===== src/hdl/dtsp_fifo.sv =====
module dtsp_fifo #(
    parameter int WIDTH = 8,
    parameter int DEPTH = 4
) (
    input  logic             i_clk,
    input  logic             i_rst_n,
    input  logic             i_push,
    input  logic [WIDTH-1:0] i_data,
    output logic             o_full,
    input  logic             i_pop,
    output logic [WIDTH-1:0] o_data,
    output logic             o_empty
);
    localparam int AW = $clog2(DEPTH);

    logic [WIDTH-1:0] r_mem [DEPTH];
    logic [AW-1:0]    r_wr;
    logic [AW-1:0]    r_rd;
    logic [AW:0]      r_count;

    always_ff @(posedge i_clk) begin
        if (!i_rst_n) begin
            r_wr    <= '0;
            r_rd    <= '0;
            r_count <= '0;
        end else begin
            if (i_push) begin
                r_wr <= r_wr + 1'b1;
            end
            if (i_pop) begin
                r_rd <= r_rd + 1'b1;
            end
            if (i_push && !i_pop) begin
                r_count <= r_count + 1'b1;
            end else if (!i_push && i_pop) begin
                r_count <= r_count - 1'b1;
            end
        end
    end

    always_ff @(posedge i_clk) begin
        if (i_push) begin
            r_mem[r_wr] <= i_data;
        end
    end

    assign o_data  = r_mem[r_rd];
    assign o_full  = (r_count == (AW+1)'(DEPTH));
    assign o_empty = (r_count == '0);
endmodule


===== config.mk =====
export PLATFORM = sky130hd
export DESIGN_NAME = dtsp_fifo
export DESIGN_NICKNAME = d
export VERILOG_FILES = /design/src/hdl/dtsp_fifo.sv
export SDC_FILE = /design/constraint.sdc
export NUM_CORES = 1
export LEC_CHECK = 0
export BUFFER_PORTS_ARGS = -buffer_cell sky130_fd_sc_hd__buf_4
export CAP_MARGIN = 20
export CORE_MARGIN = 3
export CORE_UTILIZATION = 43
export DETAILED_ROUTE_END_ITERATION = 6
export SKIP_CTS_REPAIR_TIMING = 1
export SLEW_MARGIN = 25
export SYNTH_ARGS = -nofsm -noshare
export SYNTH_HDL_FRONTEND = slang
export SYNTH_SLANG_ARGS = --single-unit

===== constraint.sdc =====
create_clock -name i_clk -period 2 [get_ports i_clk]
set_clock_uncertainty 0.2 [all_clocks]
set_input_delay 0.1 -clock i_clk [delete_from_list [all_inputs] [get_ports i_clk]]
set_output_delay 0.1 -clock i_clk [all_outputs]
set_load 0.05 [all_outputs]

; ---- After elaboration in Yosys (flattened, before gate mapping)
; Memories as Yosys holds them, arrays and structs flattened. A register that Yosys moved wholly into a read port is not among the register bits.
; Index checks and enable logic that the tools add are counted.
[totals]
register_bits = 7
mem_bits_rw = 32
inputBits = 12
wordCells = 21
n_memories = 1
[op_classes]
add_sub_neg = 4
n_eq_ne = 1
mux = 6
reduce_logical = 6
[memory_table]
columns = name, depth, width, rd, rd_clocked_by_memory_dff, wr, line_no
row1 = r_mem, 4, 8, 1, 1, 1, 16  ; logic [WIDTH-1:0] r_mem [DEPTH];
[ops]
columns = operator, n
row1 = 3-bit two-way mux, 2
row2 = "2-bit by 1-bit adder with 2-bit output, second input constant", 2
row3 = 2-bit two-way mux, 2
row4 = "3-bit by 1-bit adder with 3-bit output, second input constant", 1
row5 = "3-bit == test, second input constant", 1
row6 = 3-bit zero test, 1
row7 = "3-bit by 1-bit subtractor with 3-bit output, second input constant", 1
row8 = 1-bit logical AND, 2
row9 = 1-bit zero test, 2
row10 = 1-bit two-way mux, 2
row11 = 2-bit nonzero test, 1

; ---- Longest topological paths before layout
[depth]
word_depth = 4
mapped_depth = 7
ltp_nobuf = 7

; ---- Worst setup path after synthesis
; Ideal clock, no wire load.
[synth_timing]
kind = flip-flop to output port
start = reg r_count[1]
end = out o_full
t_arrival_ns = 1.502
t_required_ns = 1.700
setup_slack_ns = 0.198
stages_incl_launch_ff = 2
path_buffers = 0
path_cell_list = dfxtp_1 nor3b_1
[synth_between]
elab_chain_cells = 1
[synth_lines]
columns = element, line_no
row1 = start: declaration, 19  ; logic [AW:0] r_count;
row2 = start signal: assignment, 34  ; r_count <= r_count + 1'b1;
row3 = start signal: assignment, 36  ; r_count <= r_count - 1'b1;
row4 = 3-bit == test, 48  ; assign o_full = (r_count == (AW+1)'(DEPTH));
row5 = end: declaration, 9  ; output logic o_full,
; Every way passes these cells.

==> flow_metrics.env <==
export IMPL_outcome="completed"
export IMPL_worstPathArrival_ns=1.52
export IMPL_cts_tree="built"
export IMPL_yosys_register_bits=41
export IMPL_crit_top_cell="buf_4"
export IMPL_cap_violations=0
export IMPL_syn_area_mm2=0.00160
export IMPL_place_congestion=0.653
export IMPL_synth_cells=85
export IMPL_p_leak_nw=0.744
export IMPL_clock_path_buffers=2
export IMPL_cp_end_kind="output pin"
export IMPL_routed_wl_um=2430
export IMPL_slew_violations=0
export IMPL_dpl_hpwl_um=1550
export IMPL_crit_cells=3
export IMPL_ios=22
export IMPL_cpMaxStageDelayCell="mux4_2"
export IMPL_layout_min_cycle_time_ns=1.82
export IMPL_seq_area_frac_synth_pct=71.2
export IMPL_rsz0062_at_grt="false"
export IMPL_cp_data_required_time_ns=1.70
export IMPL_drt_initial_drc_count=29
export IMPL_cts_root_buf="clkbuf_8"
export IMPL_vdd_drop_max_uv=534
export IMPL_grt_pass1_vias=792
export IMPL_whs_path_depth=4
export IMPL_p_comb_share_pct=19.4
export IMPL_crit_type="reg2out"
export IMPL_p_sw_mw=0.494
export IMPL_grt_ovfl_total=0
export IMPL_setup_violations=0
export IMPL_rows=21
export IMPL_p_int_mw=1.41
export IMPL_power_frac_seq_pct=52.8
export IMPL_first_pass_iters=3
export IMPL_pwr_share_clk_pct=27.9
export IMPL_cts_sinks=41
export IMPL_fin_nets=142
export IMPL_port_buffers=21
export IMPL_grt_max_degree=13
export IMPL_tightest_slew_ns=0.470
export IMPL_post_route_period_util_pct=91.2
export IMPL_yosysUniqueCellTypes=19
export IMPL_grtUsageTotal_pct=12.3
export IMPL_crit_family="multiplexers"
export IMPL_numCtsBuffers=5
export IMPL_syn_num_nets=103
export IMPL_crit_buf_inv=2
export IMPL_grt_pass1_wl_um=3770
export IMPL_synth_warnings=0
export IMPL_cts_max_level=2
export IMPL_die_area_mm2=0.00450
export IMPL_crit_path_start_kind="flip-flop"
export IMPL_core_mm2=0.00347
export IMPL_switching_share_pct=26.0
export IMPL_clk_latency_ns=0.28
export IMPL_slew_headroom_pct=68.7
export IMPL_p_per_area_mw_per_mm2=942
export IMPL_diodes=0
export IMPL_start_util_pct=46.2
export IMPL_antenna_found_initial=0
export IMPL_wl_per_cell_um=14.2
export IMPL_critPathMaxFanout=8
export IMPL_total_power_mw=1.90
export IMPL_timing_hold_violations_final=0
export IMPL_die_width_um=67.1
export IMPL_clk_pin_slew_worst_paths_ns=0.07
export IMPL_finalSetupTns_ns=0
export IMPL_viasPerCell=4.70
export IMPL_ant_nets=0
export IMPL_vias=803
export IMPL_crit_chain="buf_4 > mux4_2 > buf_4"
export IMPL_fp_dieH_um=67.1
export IMPL_drcViolationCount=0
export IMPL_critPathMaxStageDelay_ns=0.52
export IMPL_max_freq_ghz=0.548
export IMPL_hp_class="in2reg"
export IMPL_flow_area_growth_from_synthesis_pct=26.0
export IMPL_r2r_cells=4
export IMPL_layout_drive_gt1_share_pct=28.8
export IMPL_syn_avg_cell_area_um2=18.9
-- cell type report --
type,instances,area (um2)
Multi-Input combinational cell,38,430
Inverter,4,15.0
Fill cell,280,1450
Sequential cell,41,1140
Tap cell,46,57.6
Clock buffer,8,90.1
Timing Repair Buffer,34,285
-- final timing paths --
kind	end	slack (ns)	startpoint
setup / recovery	o_data[7]	0.18	flip-flop
hold reg to reg	r_count[2]	0.31	r_count[2]
setup reg to reg	r_count[2]	0.30	r_count[0]
hold / removal	r_rd[1]	0.05	i_pop
-- layer usage --
layer,global-route usage (%),up-vias,part of all wire [%]
li1,-,396,-
met1,13.7,385,43
met2,20.0,18,51
met3,6.24,4,4.5
met4,4.56,0,1.4
met5,0,-,0
-- metrics by stage --
step                utilization [%]  setup slack [ns]  area, um2  hold WS, ns  cells
finish                         58.2             0.176       2020       0.0470    171
global route                   58.2             0.105       2020       0.0917    171
CTS                            54.8             0.143       1900       -0.192    159
detailed placement             52.2             0.227       1810        0.104    151
global placement               52.2             0.286       1810        0.101    151
floorplan                         -             0.198       1600     -0.00113     85
-- power groups by stage --
stage | sequential [mW] | combinational [mW] | clock (mW)
finish | 1.00 | 0.368 | 0.530
global route | 1.01 | 0.397 | 0.578
CTS | 1.01 | 0.354 | 0.547
detailed placement | 1.02 | 0.353 | 0
global placement | 1.02 | 0.348 | 0
floorplan | 1.01 | 0.259 | 0
-- cell families (layout without fill, tap and decap cells) --
family / count (synthesis) / in the layout / synth area share, %
multiplexers: 10 / 10 / 12.5
buffers and inverters: 6 / 46 / 1.95
XOR/XNOR: 5 / 5 / 2.73
AND/OR/NAND/NOR: 15 / 15 / 5.70
AO/OA/AOI/OAI: 2 / 2 / 0.781
flip-flops: 41 / 41 / 71.2
adder cells (fa/ha/maj): 6 / 6 / 5.15
-- synth_stat cells --
master,instances,area (um2)
a21boi_1,1,7.51
and2_1,9,56.3
buf_6,1,11.3
clkbuf_2,1,5.00
dfxtp_1,9,180
edfxtp_1,32,961
fa_1,1,20.0
ha_1,5,62.6
inv_1,4,15.0
mux2i_1,2,20.0
mux4_2,8,180
nand2_1,1,3.75
nor2b_1,2,12.5
nor3_1,1,5.00
nor3b_1,1,7.51
o21ai_0,1,5.00
or3_1,1,6.26
xnor2_1,2,17.5
xor2_1,3,26.3
-- layout by cell type (no fill, tap or decap), drive strengths merged --
master / instances
and2: 9
nor3: 1
mux4: 8
dfxtp: 9
edfxtp: 32
buf: 22
fa: 1
dlygate4sd3: 12
o21ai: 1
inv: 4
ha: 5
xnor2: 2
clkbuf: 8
nor3b: 1
mux2i: 2
or3: 1
xor2: 3
nand2: 1
a21boi: 1
nor2b: 2
-- worst register-to-register path: cells and delay by family (launching register included) --
family	cells	cell delay, ns
fa+ha+maj	1	0.44
flops	1	0.36
simple gates	1	0.31
xor+xnor	1	0.18
compound gates	1	0.15
-- sequential cells by signal, summed over array words and instances (netlist names), named ones only --
| signal | cells |
|---|---|
| r_mem | 32 |
| r_rd | 2 |
| r_wr | 2 |
| r_count | 3 |
(Power assumes the default switching activity.)
