## config.mk

```make
export PLATFORM = sky130hd
export DESIGN_NAME = dtsp_front
export DESIGN_NICKNAME = d
export VERILOG_FILES = /design/src/hdl/dtsp_pkg.sv /design/src/hdl/dtsp_front.sv
export SDC_FILE = /design/constraint.sdc
export NUM_CORES = 1
export LEC_CHECK = 0
export ABC_AREA = 1
export BUFFER_PORTS_ARGS = -buffer_cell sky130_fd_sc_hd__buf_2
export CORE_ASPECT_RATIO = 2
export CORE_MARGIN = 3
export CORE_UTILIZATION = 30
export CTS_CLUSTER_SIZE = 24
export DETAILED_ROUTE_END_ITERATION = 7
export GPL_TIMING_DRIVEN = 0
export PLACE_DENSITY = 0.58
export SLEW_MARGIN = 20
export SYNTH_ARGS = -nofsm -noshare
export SYNTH_HDL_FRONTEND = slang
export SYNTH_SLANG_ARGS = --single-unit
```

## constraint.sdc

```tcl
create_clock -name i_clk -period 9.8 [get_ports i_clk]
set_input_delay 0.98 -clock i_clk [delete_from_list [all_inputs] [get_ports i_clk]]
set_output_delay 0.98 -clock i_clk [all_outputs]
set_load 0.03 [all_outputs]
```

## src/hdl/dtsp_pkg.sv

```systemverilog
package dtsp_pkg;

    localparam int ANGLE_W   = 15;
    localparam int AXIS_W    = 16;
    localparam int FOV_W     = 14;
    localparam int OUT_W     = 16;
    localparam int TRIG_W    = 32;
    localparam int PROD_W    = 48;
    localparam int DOT_W     = 36;
    localparam int SCALE_W   = 16;
    localparam int A_W       = DOT_W + SCALE_W;
    localparam int SPLIT_W   = 26;
    localparam int PART_W    = SPLIT_W + TRIG_W;
    localparam int NUM_W     = A_W + TRIG_W;
    localparam int DEN_W     = 64;
    localparam int QUOT_W    = 16;
    localparam int DIV_LAT   = QUOT_W + 1;

    localparam int MID_DEPTH = 4;
    localparam int OUT_DEPTH = 2;

    localparam logic [FOV_W-1:0] HFOV_RESET = 14'd5120;
    localparam logic [FOV_W-1:0] VFOV_RESET = 14'd4134;

    localparam logic CFG_HFOV = 1'b0;
    localparam logic CFG_VFOV = 1'b1;

    localparam int ANG_HALF  = 11520;
    localparam int ANG_FULL  = 23040;
    localparam int DEG90     = 377487360;
    localparam int DEG180    = 754974720;
    localparam int CORDIC_X0 = 652032874;

    localparam int ATAN_N = 24;
    localparam int ATAN_TABLE [ATAN_N] = '{
        188743680, 111421900, 58872272, 29884485, 15000234, 7507429,
        3754631, 1877430, 938729, 469366, 234683, 117342,
        58671, 29335, 14668, 7334, 3667, 1833,
        917, 458, 229, 115, 57, 29
    };

    typedef struct packed {
        logic signed [AXIS_W-1:0] forward_axis_x;
        logic signed [AXIS_W-1:0] forward_axis_y;
        logic signed [AXIS_W-1:0] forward_axis_z;
        logic signed [AXIS_W-1:0] right_axis_x;
        logic signed [AXIS_W-1:0] right_axis_y;
        logic signed [AXIS_W-1:0] right_axis_z;
        logic signed [AXIS_W-1:0] up_axis_x;
        logic signed [AXIS_W-1:0] up_axis_y;
        logic signed [AXIS_W-1:0] up_axis_z;
    } t_axes;

    typedef struct packed {
        logic signed [15:0]       pitch_angle;
        logic signed [15:0]       yaw_angle;
        logic signed [AXIS_W-1:0] forward_axis_x;
        logic signed [AXIS_W-1:0] forward_axis_y;
        logic signed [AXIS_W-1:0] forward_axis_z;
        logic signed [AXIS_W-1:0] right_axis_x;
        logic signed [AXIS_W-1:0] right_axis_y;
        logic signed [AXIS_W-1:0] right_axis_z;
        logic signed [AXIS_W-1:0] up_axis_x;
        logic signed [AXIS_W-1:0] up_axis_y;
        logic signed [AXIS_W-1:0] up_axis_z;
    } t_item;

    typedef struct packed {
        logic signed [ANGLE_W-1:0] pitch;
        logic signed [ANGLE_W-1:0] yaw;
        t_axes                     axes;
    } t_work;

    typedef struct packed {
        logic signed [OUT_W-1:0] screen_x;
        logic signed [OUT_W-1:0] screen_y;
        logic                    in_front;
        logic                    saturated;
    } t_result;

    typedef struct packed {
        logic [FOV_W-1:0] horizontal_fov;
        logic [FOV_W-1:0] vertical_fov;
    } t_cfg;

    typedef struct packed {
        logic gate;
        logic neg_x;
        logic neg_y;
        logic nz_x;
        logic nz_y;
    } t_flags;

endpackage

```

## src/hdl/dtsp_front.sv

```systemverilog
module dtsp_front (
    input  logic            i_clk,
    input  logic            i_rst_n,
    input  logic            i_push,
    output logic            o_full,
    input  dtsp_pkg::t_item i_item,
    output logic            o_valid,
    output dtsp_pkg::t_work o_work,
    input  logic            i_ready
);
    import dtsp_pkg::*;

    logic  r_valid;
    t_work r_work;
    t_work n_work;
    logic  take;

    function automatic logic signed [ANGLE_W-1:0] wrap(input logic signed [15:0] a);
        logic signed [16:0] v;
        v = 17'(a);
        if (v > 17'(ANG_HALF)) begin
            v = v - 17'(ANG_FULL);
        end else if (v <= -17'(ANG_HALF)) begin
            v = v + 17'(ANG_FULL);
        end
        return v[ANGLE_W-1:0];
    endfunction

    always_comb begin
        n_work.pitch               = wrap(i_item.pitch_angle);
        n_work.yaw                 = wrap(i_item.yaw_angle);
        n_work.axes.forward_axis_x = i_item.forward_axis_x;
        n_work.axes.forward_axis_y = i_item.forward_axis_y;
        n_work.axes.forward_axis_z = i_item.forward_axis_z;
        n_work.axes.right_axis_x   = i_item.right_axis_x;
        n_work.axes.right_axis_y   = i_item.right_axis_y;
        n_work.axes.right_axis_z   = i_item.right_axis_z;
        n_work.axes.up_axis_x      = i_item.up_axis_x;
        n_work.axes.up_axis_y      = i_item.up_axis_y;
        n_work.axes.up_axis_z      = i_item.up_axis_z;
    end

    assign o_full = r_valid && !i_ready;
    assign take   = i_push && !o_full;

    always_ff @(posedge i_clk) begin
        if (!i_rst_n) begin
            r_valid <= 1'b0;
        end else if (take) begin
            r_valid <= 1'b1;
        end else if (i_ready) begin
            r_valid <= 1'b0;
        end
    end

    always_ff @(posedge i_clk) begin
        if (take) begin
            r_work <= n_work;
        end
    end

    assign o_valid = r_valid;
    assign o_work  = r_work;
endmodule

```

### Word-level counts from Yosys, hierarchy flattened

Cells that the tools add are included.
W data, S select, Z words.

* reductions and logical operators: 5
* muxes and demuxes: 6
* order comparisons: 4
* $add $sub $neg: 4

Operators by type and width (count)
* $mux W15: 4
* $gt A16 B15 Y1 const B: 2
* $le A16 B15 Y1 const B: 2
* $add A15 B15 Y15 const B: 2
* $sub A15 B15 Y15 const B: 2
* $logic_and A1 B1 Y1: 2
* $logic_not A1 Y1: 2
* $mux W1: 2
* $reduce_bool A2 Y1: 1

* flip-flop bits (word level): 175
* word-level logic and storage cells: 31

### Longest topological paths before layout

Gate-level depths: netlist of run 1.

* depth in word-level cells: 5
* mapped depth: 10
* depth with buffers taken out: 10

### Worst setup path before layout of run 1

Ideal clock, no wire load.

* kind: input to register
* start: in i_ready
* end: reg r_work, in the netlist o_work[0] (enable)
* stages on the path: 4
* setup time: 0.711 ns
* arrival: 8.469 ns
* setup slack: 0.619 ns
* cell sequence: inv_1 nand2_1 inv_1 nor2_1

* longest elaborated chain between the ends: 4

RTL lines
* from (decl): RTL line dtsp_front.sv:9 `input logic i_ready`
* $logic_not A1 Y1: RTL line dtsp_front.sv:43 `assign o_full = r_valid && !i_ready;`
* $logic_and A1 B1 Y1: RTL line dtsp_front.sv:43
* net o_full: RTL line dtsp_front.sv:5 `output logic o_full,`
* $logic_not A1 Y1: RTL line dtsp_front.sv:44 `assign take = i_push && !o_full;`
* $logic_and A1 B1 Y1: RTL line dtsp_front.sv:44
* net take: RTL line dtsp_front.sv:16 `logic take;`
* to (signal assigned): RTL line dtsp_front.sv:58 `r_work <= n_work;`
* to (decl): RTL line dtsp_front.sv:14 `t_work r_work;`

The timed path passes the listed nets, and every way through them passes these cells.
A chain may end at the register's enable or synchronous reset.

### Worst setup path after layout of run 1

* start: in i_ready
* end: out o_full

* longest elaborated chain between the ends: 2

RTL lines (RTL line)
* $logic_not A1 Y1: dtsp_front.sv:43
* $logic_and A1 B1 Y1: dtsp_front.sv:43
* to (decl): dtsp_front.sv:5

Every way passes these cells.

==> out/qor.csv, run 1 <==
stage,metric,value,unit
status,run_status,"complete, no violations",
synth,synth.area.top_cells,"sky130_fd_sc_hd__edfxtp_1 (83%), sky130_fd_sc_hd__nand2_1 (4.5%), sky130_fd_sc_hd__nand3_1 (2.2%)",
worst_setup_path,timing.critical_path.required,8.82,ns
synth,yosys_most_used_dff,sky130_fd_sc_hd__edfxtp_1,
worst_setup_path,crit_type,primary input to output pin,
synth,netlist-cell-type-count,23,
global_routing,groute.usage.overall,15.55,%
drt,route.vias.total,4418,
clock_network,ctsResizeCount,0,
clock_network,clkTransAtPathRegs,0.07,ns
clock_network,cts.sinks,175,
synth,ys_warn_count,0,
timing,hold_slack,0.5193,ns
power,power.density_cell_area,194.6,nW/um^2
placement,place.detailed.hpwl,14.80,mm
clock_network,ctsRootBufferMaster,sky130_fd_sc_hd__clkbuf_16,
drt,detail_route.drc_violations,0,
synth,cell_area_after_synthesis,6306,sq um
clock_network,cts_buffer_depth,2,
die,initial_utilization,30.68,%
power,power_leakage,4.038,nW
global_routing,grt_pass1_wl,25.38,mm
timing,timing.max_slew.rel_slack,52.75,%
placement,place_congestion,0.8708,
power,ir_drop,90.49,uV
min_path,min_from,o_valid$_SDFFE_PN0P_,
power,sw_frac_of_total,27.24,%
finish,area_growth,44.80,%
finish,num-fill-cells,1994,
finish,layout.cell_area.non_filler,9131,sq um
worst_setup_path,crit_fanout,2,
die,die_width,108.5,um
finish,final-seq-area,5245,sq um
clock_network,postCtsHoldBufs,0,
finish,fraction_of_layout_instances_using_a_drive_strength_above_1,53.62,%
power,p_switching,0.4842,mW
drt,count_of_routing_violations_after_the_opening_detailed_route_iteration,151,
min_path,timing.hold.worst.class,register to register,
synth,synth_top_cell_by_area,sky130_fd_sc_hd__edfxtp_1,
timing,final.min_clock_period,2.488,ns
worst_setup_path,worst_setup_path_start_kind,primary input,
timing,achievable-frequency,401.9,MHz
timing,grt_setup_unrepaired,false,
global_routing,grt_overflow,0,
finish,layout.cells.most_common_list,"sky130_fd_sc_hd__buf_2 (351), sky130_fd_sc_hd__edfxtp_1 (174), sky130_fd_sc_hd__nand2_1 (75), sky130_fd_sc_hd__nand3_1 (28)",
drt,routed_wire_length_per_instance,17.36,um
timing,fin_skew,0.01029,ns
power,power_frac_seq,50.0,%
die,die_h,211.0,um
synth,netlist.area_leader.share,82.86,%
placement,placement.io_buffers,350,
global_routing,maximum_number_of_pins_on_one_net_before_global_route_repair,29,
worst_setup_path,worst_setup_path_end_kind,output pin,
synth,synth.avg_cell_area,16.38,sq um
finish,final_nets,945,
timing,fin_crit_sh,25.39,%
die,fp.coreArea,20550,sq um
global_routing,first_global_vias,4346,
die,io_pins,356,
synth,ys_ff_latch,175,
clock_network,cts_tree,done,
finish,area_used_by_multi_input_combinational_logic,917.1,sq um
drt,detailedRoute.firstPassIterationCount,4,
placement,placed_cell_area,8556,sq um
drt,drt_wl_total,18.07,mm
worst_setup_path,arrival,1.51,ns
power,p_clk_share,36.2,%
finish,layout_commonest_cell,sky130_fd_sc_hd__buf_2,
synth,synthesis.nets,569,
synth,synth-seq-area-share,83.17,%
clock_network,cts_setup_buffers,0,
power,share_comb_of_total_power,13.9,%
clock_network,cts-buffers-inserted,17,
timing,report.final.slew_viol_count,0,
timing,final_hold_viol_count,0,
drt,routed_via_density,4.244,
synth,ys_async_sr_fraction,0,%
die,row_count,74,
clock_network,clkLatencyLatePin,0.43,ns
worst_setup_path,timing.rr.start,o_valid$_SDFFE_PN0P_,
clock_network,clock_tree.htree_level_count,4,
drt,antenna_violation_net_count_after_detailed_routing,0,
global_routing,antenna_found_initial,4,
timing,final-setup-viol-count,0,
die,die-area,22900,sq um
synth,netlist_instances,385,
synth,synth_enable_flop_cells,174,
timing,worst_slew_pin_slew,0.7071,ns
worst_setup_path,cp-startpoint,i_ready,
flow_run,maxCapViolations,0,
power,intPower,1.293,mW
-- logic make-up after synthesis --
family                   count (synthesis)  synth area share (%)
AND/OR/NAND/NOR                        152                 10.93
AO/OA/AOI/OAI                           10                0.8930
flip-flops                             175                 83.17
adder cells (fa/ha/maj)                  4                0.7937
XOR/XNOR                                13                 1.806
buffers and inverters                   31                 2.401
-- metrics by stage --
step | instances | utilization [%] | TNS (ns) | worst slack [ns] | power, mW
floorplan | 385 | - | 0 | 0.6195 | 1.058
global placement | 1001 | 40.82 | -435.59 | -2.521 | 1.157
finish | 1041 | 44.42 | 0 | 7.312 | 1.777
CTS | 1040 | 44.41 | 0 | 7.309 | 1.810
detailed placement | 1008 | 41.62 | 0 | 6.981 | 1.155
global route | 1041 | 44.42 | 0 | 7.263 | 1.856
-- power groups by stage --
stage	registers (mW)	logic, mW	clock network [mW]
6_report	0.888	0.246	0.643
5_1_grt	0.892	0.264	0.699
4_1_cts	0.889	0.250	0.671
3_5_place_dp	0.906	0.249	0
3_3_place_gp	0.921	0.237	0
2_1_floorplan	1.01	0.0487	0
-- cells in the mapped netlist (3+ instances only) --
library cell,instances
sky130_fd_sc_hd__a21oi_1,4
sky130_fd_sc_hd__buf_6,4
sky130_fd_sc_hd__edfxtp_1,174
sky130_fd_sc_hd__ha_1,4
sky130_fd_sc_hd__inv_1,22
sky130_fd_sc_hd__inv_2,3
sky130_fd_sc_hd__nand2_1,75
sky130_fd_sc_hd__nand2_2,6
sky130_fd_sc_hd__nand3_1,28
sky130_fd_sc_hd__nand3_2,3
sky130_fd_sc_hd__nand4_1,8
sky130_fd_sc_hd__nor2_1,23
sky130_fd_sc_hd__nor2_2,5
sky130_fd_sc_hd__nor3_1,3
sky130_fd_sc_hd__o21ai_0,4
sky130_fd_sc_hd__xnor2_1,4
sky130_fd_sc_hd__xor2_1,9
-- per-layer routing --
metal | vias up | share of wire [%] | GRT usage, % | wire, um
li1 | 2145 | - | - | -
met1 | 2032 | 33 | 15.25 | 6019
met2 | 203 | 56 | 28.16 | 10070
met3 | 32 | 8.3 | 6.149 | 1495
met4 | 6 | 2.5 | 6.888 | 452
met5 | - | 0.19 | 0 | 34
-- critical path: stages --
cell and delay (ns):
sky130_fd_sc_hd__buf_2 0.10, sky130_fd_sc_hd__inv_1 0.05, sky130_fd_sc_hd__nand2_1 0.06, sky130_fd_sc_hd__inv_1 0.11, sky130_fd_sc_hd__buf_2 0.21
-- flip-flops by register name, indices dropped and copies added, names as in the netlist --
signal / count
o_valid: 1
o_work: 174
-- path summary, 6_finish.rpt --
kind | to | slack [ns] | cells after the start
worst max-delay path | o_full | 7.31 | 5
worst max register to register | o_work[132]$_DFFE_PP_ | 7.80 | 6
worst min register to register | o_valid$_SDFFE_PN0P_ | 0.52 | 2
worst min-delay path | o_valid$_SDFFE_PN0P_ | 0.52 | 2
-- final cells by class --
class	count	share of cell area, %
multi-input cells	179	10.04
diodes	1	0.02740
clock inverters	15	1.617
flip-flops and latches	175	57.44
inverters	25	1.028
clock buffers	17	4.659
well taps	266	3.645
plain buffers	6	0.6303
repair buffers	357	20.91
No activity file was read; power rests on OpenSTA's default activity.
==> run 2, diff against run 1 <==
--- a/config.mk
+++ b/config.mk
@@ -13,7 +13,7 @@
 export CTS_CLUSTER_SIZE = 24
 export DETAILED_ROUTE_END_ITERATION = 7
 export GPL_TIMING_DRIVEN = 0
-export PLACE_DENSITY = 0.58
+export PLACE_DENSITY = 0.6
 export SLEW_MARGIN = 20
 export SYNTH_ARGS = -nofsm -noshare
 export SYNTH_HDL_FRONTEND = slang
==> constraint.sdc (replaced) <==
create_clock -name i_clk -period 2.07 [get_ports i_clk]
set_input_delay 0.207 -clock i_clk [delete_from_list [all_inputs] [get_ports i_clk]]
set_output_delay 0.207 -clock i_clk [all_outputs]
set_load 0.03 [all_outputs]
==> out/qor.csv, run 2 (synthesis results as in run 1) <==
stage,metric,value,unit
status,run_status,"complete, no violations",
drt,detailedRoute.firstPassIterationCount,4,
worst_setup_path,critical_path.max_stage_delay,0.35,ns
worst_setup_path,rr_endpoint,o_work[49]$_DFFE_PP_,
finish,layout.cells.most_common_list,"sky130_fd_sc_hd__buf_2 (351), sky130_fd_sc_hd__edfxtp_1 (174), sky130_fd_sc_hd__dlygate4sd3_1 (162), sky130_fd_sc_hd__nand2_1 (74), sky130_fd_sc_hd__nand3_1 (28)",
global_routing,first_global_vias,5463,
clock_network,clkLatencyLatePin,0.42,ns
die,die_h,211.0,um
power,power_leakage,4.710,nW
clock_network,cts_tree,done,
global_routing,grt_overflow,0,
clock_network,cts_setup_buffers,0,
timing,worst_slew_pin_slew,0.2985,ns
worst_setup_path,crit_fanout,28,
drt,route.vias.total,5105,
min_path,min_from,i_rst_n,
timing,hold_slack,0.05642,ns
placement,place_congestion,0.8950,
worst_setup_path,critPathTopFamily,buffers and inverters,
worst_setup_path,timing.rr.start,o_valid$_SDFFE_PN0P_,
flow_run,maxCapViolations,0,
worst_setup_path,crit_type,register to register,
drt,antenna_violation_net_count_after_detailed_routing,0,
finish,final_nets,1107,
finish,layout_commonest_cell,sky130_fd_sc_hd__buf_2,
worst_setup_path,cp_slowest_cell,sky130_fd_sc_hd__dfxtp_4,
placement,placement.io_buffers,350,
clock_network,cts-buffers-inserted,17,
finish,layout.cell_area.non_filler,10750,sq um
placement,placed_cells,1008,
finish,largest_register_ffs,174,
global_routing,antenna_found_initial,2,
die,die-area,22900,sq um
die,die_width,108.5,um
timing,tns,0,ns
clock_network,clock_tree.htree_level_count,4,
timing,achievable-frequency,605.4,MHz
die,initial_utilization,30.68,%
power,ir_drop,450.3,uV
die,row_count,74,
finish,non_filler_instance_count_after_layout,1202,
timing,final-setup-viol-count,0,
clock_network,cts_buffer_depth,2,
timing,fin_crit_sh,79.79,%
worst_setup_path,crit_buf_inv,4,
worst_setup_path,ff2ff_path_depth,6,
timing,final_hold_viol_count,0,
drt,routed_wire_length_per_instance,16.56,um
clock_network,cts.sinks,175,
min_path,timing.hold.worst.class,primary input to register,
die,fp.coreArea,20550,sq um
die,io_pins,356,
min_path,timing.hold.worst_endpoint,o_valid$_SDFFE_PN0P_,
global_routing,groute.usage.overall,17.43,%
worst_setup_path,timing.critical_path.cells,"nand2_4, inv_6, nor2_4, buf_12, buf_16, buf_12",
worst_setup_path,worst_setup_path_end_kind,register,
global_routing,grt_pass1_wl,29.65,mm
global_routing,maximum_number_of_pins_on_one_net_before_global_route_repair,30,
timing,timing.max_slew.rel_slack,80.05,%
worst_setup_path,r2r_setup_slack,0.42,ns
clock_network,ctsRootBufferMaster,sky130_fd_sc_hd__clkbuf_16,
placement,place.detailed.hpwl,14.38,mm
timing,fin_skew,0.009133,ns
finish,fraction_of_layout_instances_using_a_drive_strength_above_1,44.60,%
timing,report.final.slew_viol_count,0,
placement,placed_cell_area,8569,sq um
finish,area_growth,70.48,%
worst_setup_path,arrival,1.77,ns
power,power.density_cell_area,805.8,nW/um^2
min_path,hold-path-cell-count,2,
placement,place_worst_setup_slack,0.3993,ns
timing,grt_setup_unrepaired,false,
timing,final.min_clock_period,1.652,ns
drt,count_of_routing_violations_after_the_opening_detailed_route_iteration,177,
worst_setup_path,library_cell_appearing_most_often_on_the_critical_path,sky130_fd_sc_hd__buf_12,
worst_setup_path,timing.critical_path.required,2.19,ns
clock_network,clkTransAtPathRegs,0.07,ns
timing,timing.final.ws_setup,0.4183,ns
drt,routed_via_density,4.247,
drt,drt_wl_total,19.90,mm
drt,detail_route.drc_violations,0,
worst_setup_path,worst_setup_path_start_kind,register,
[run 2: layout make-up]
cell class,count,area [sq um]
Buffer,6,57.56
Antenna cell,1,2.502
Multi-Input combinational cell,179,924.6
Sequential cell,175,5249
Fill cell,1793,9804
Timing Repair Buffer,519,3528
Inverter,25,98.84
Tap cell,266,332.8
Clock inverter,14,131.4
Clock buffer,17,425.4
[run 2: layer usage]
| layer | global-route usage, % | vias up | part of all wire, % |
|---|---|---|---|
| li1 | - | 2470 | - |
| met1 | 18.10 | 2373 | 35 |
| met2 | 32.15 | 226 | 55 |
| met3 | 5.047 | 34 | 6.7 |
| met4 | 7.018 | 2 | 2.6 |
| met5 | 0 | - | 0.035 |
[run 2: where the power goes]
group | total, mW | internal [mW] | switching [mW]
logic | 1.43 | 0.566 | 0.861
registers | 4.21 | 4.16 | 0.0534
clock network | 3.02 | 1.67 | 1.35
total | 8.66 | 6.39 | 2.27
[run 2: per-stage QoR]
step	total power [mW]	util, %
6_report	8.663	52.30
5_1_grt	9.049	52.30
4_1_cts	8.776	52.29
3_5_place_dp	5.466	41.69
3_3_place_gp	5.426	40.94
2_1_floorplan	4.974	-
[run 2: worst max-delay path by stage]
| stage | start | to | depth (start not counted) |
|---|---|---|---|
| 3_5_place_dp | i_ready | o_work[130]$_DFFE_PP_ | 8 |
| 6_report | o_valid$_SDFFE_PN0P_ | o_work[49]$_DFFE_PP_ | 6 |
| 5_1_grt | i_item[151] | o_work[153]$_DFFE_PP_ | 10 |
| 2_1_floorplan | o_valid$_SDFFE_PN0P_ | o_work[0]$_DFFE_PP_ | 3 |
| 3_3_place_gp | i_ready | o_work[83]$_DFFE_PP_ | 5 |
| 4_1_cts | o_valid$_SDFFE_PN0P_ | o_work[54]$_DFFE_PP_ | 6 |
[run 2: repair_timing]
| item | CTS | global route |
|---|---|---|
| hold buffers | 162 | 0 |
| resized for setup | 0 | 0 |
| endpoints found under the hold margin | 162 | 0 |
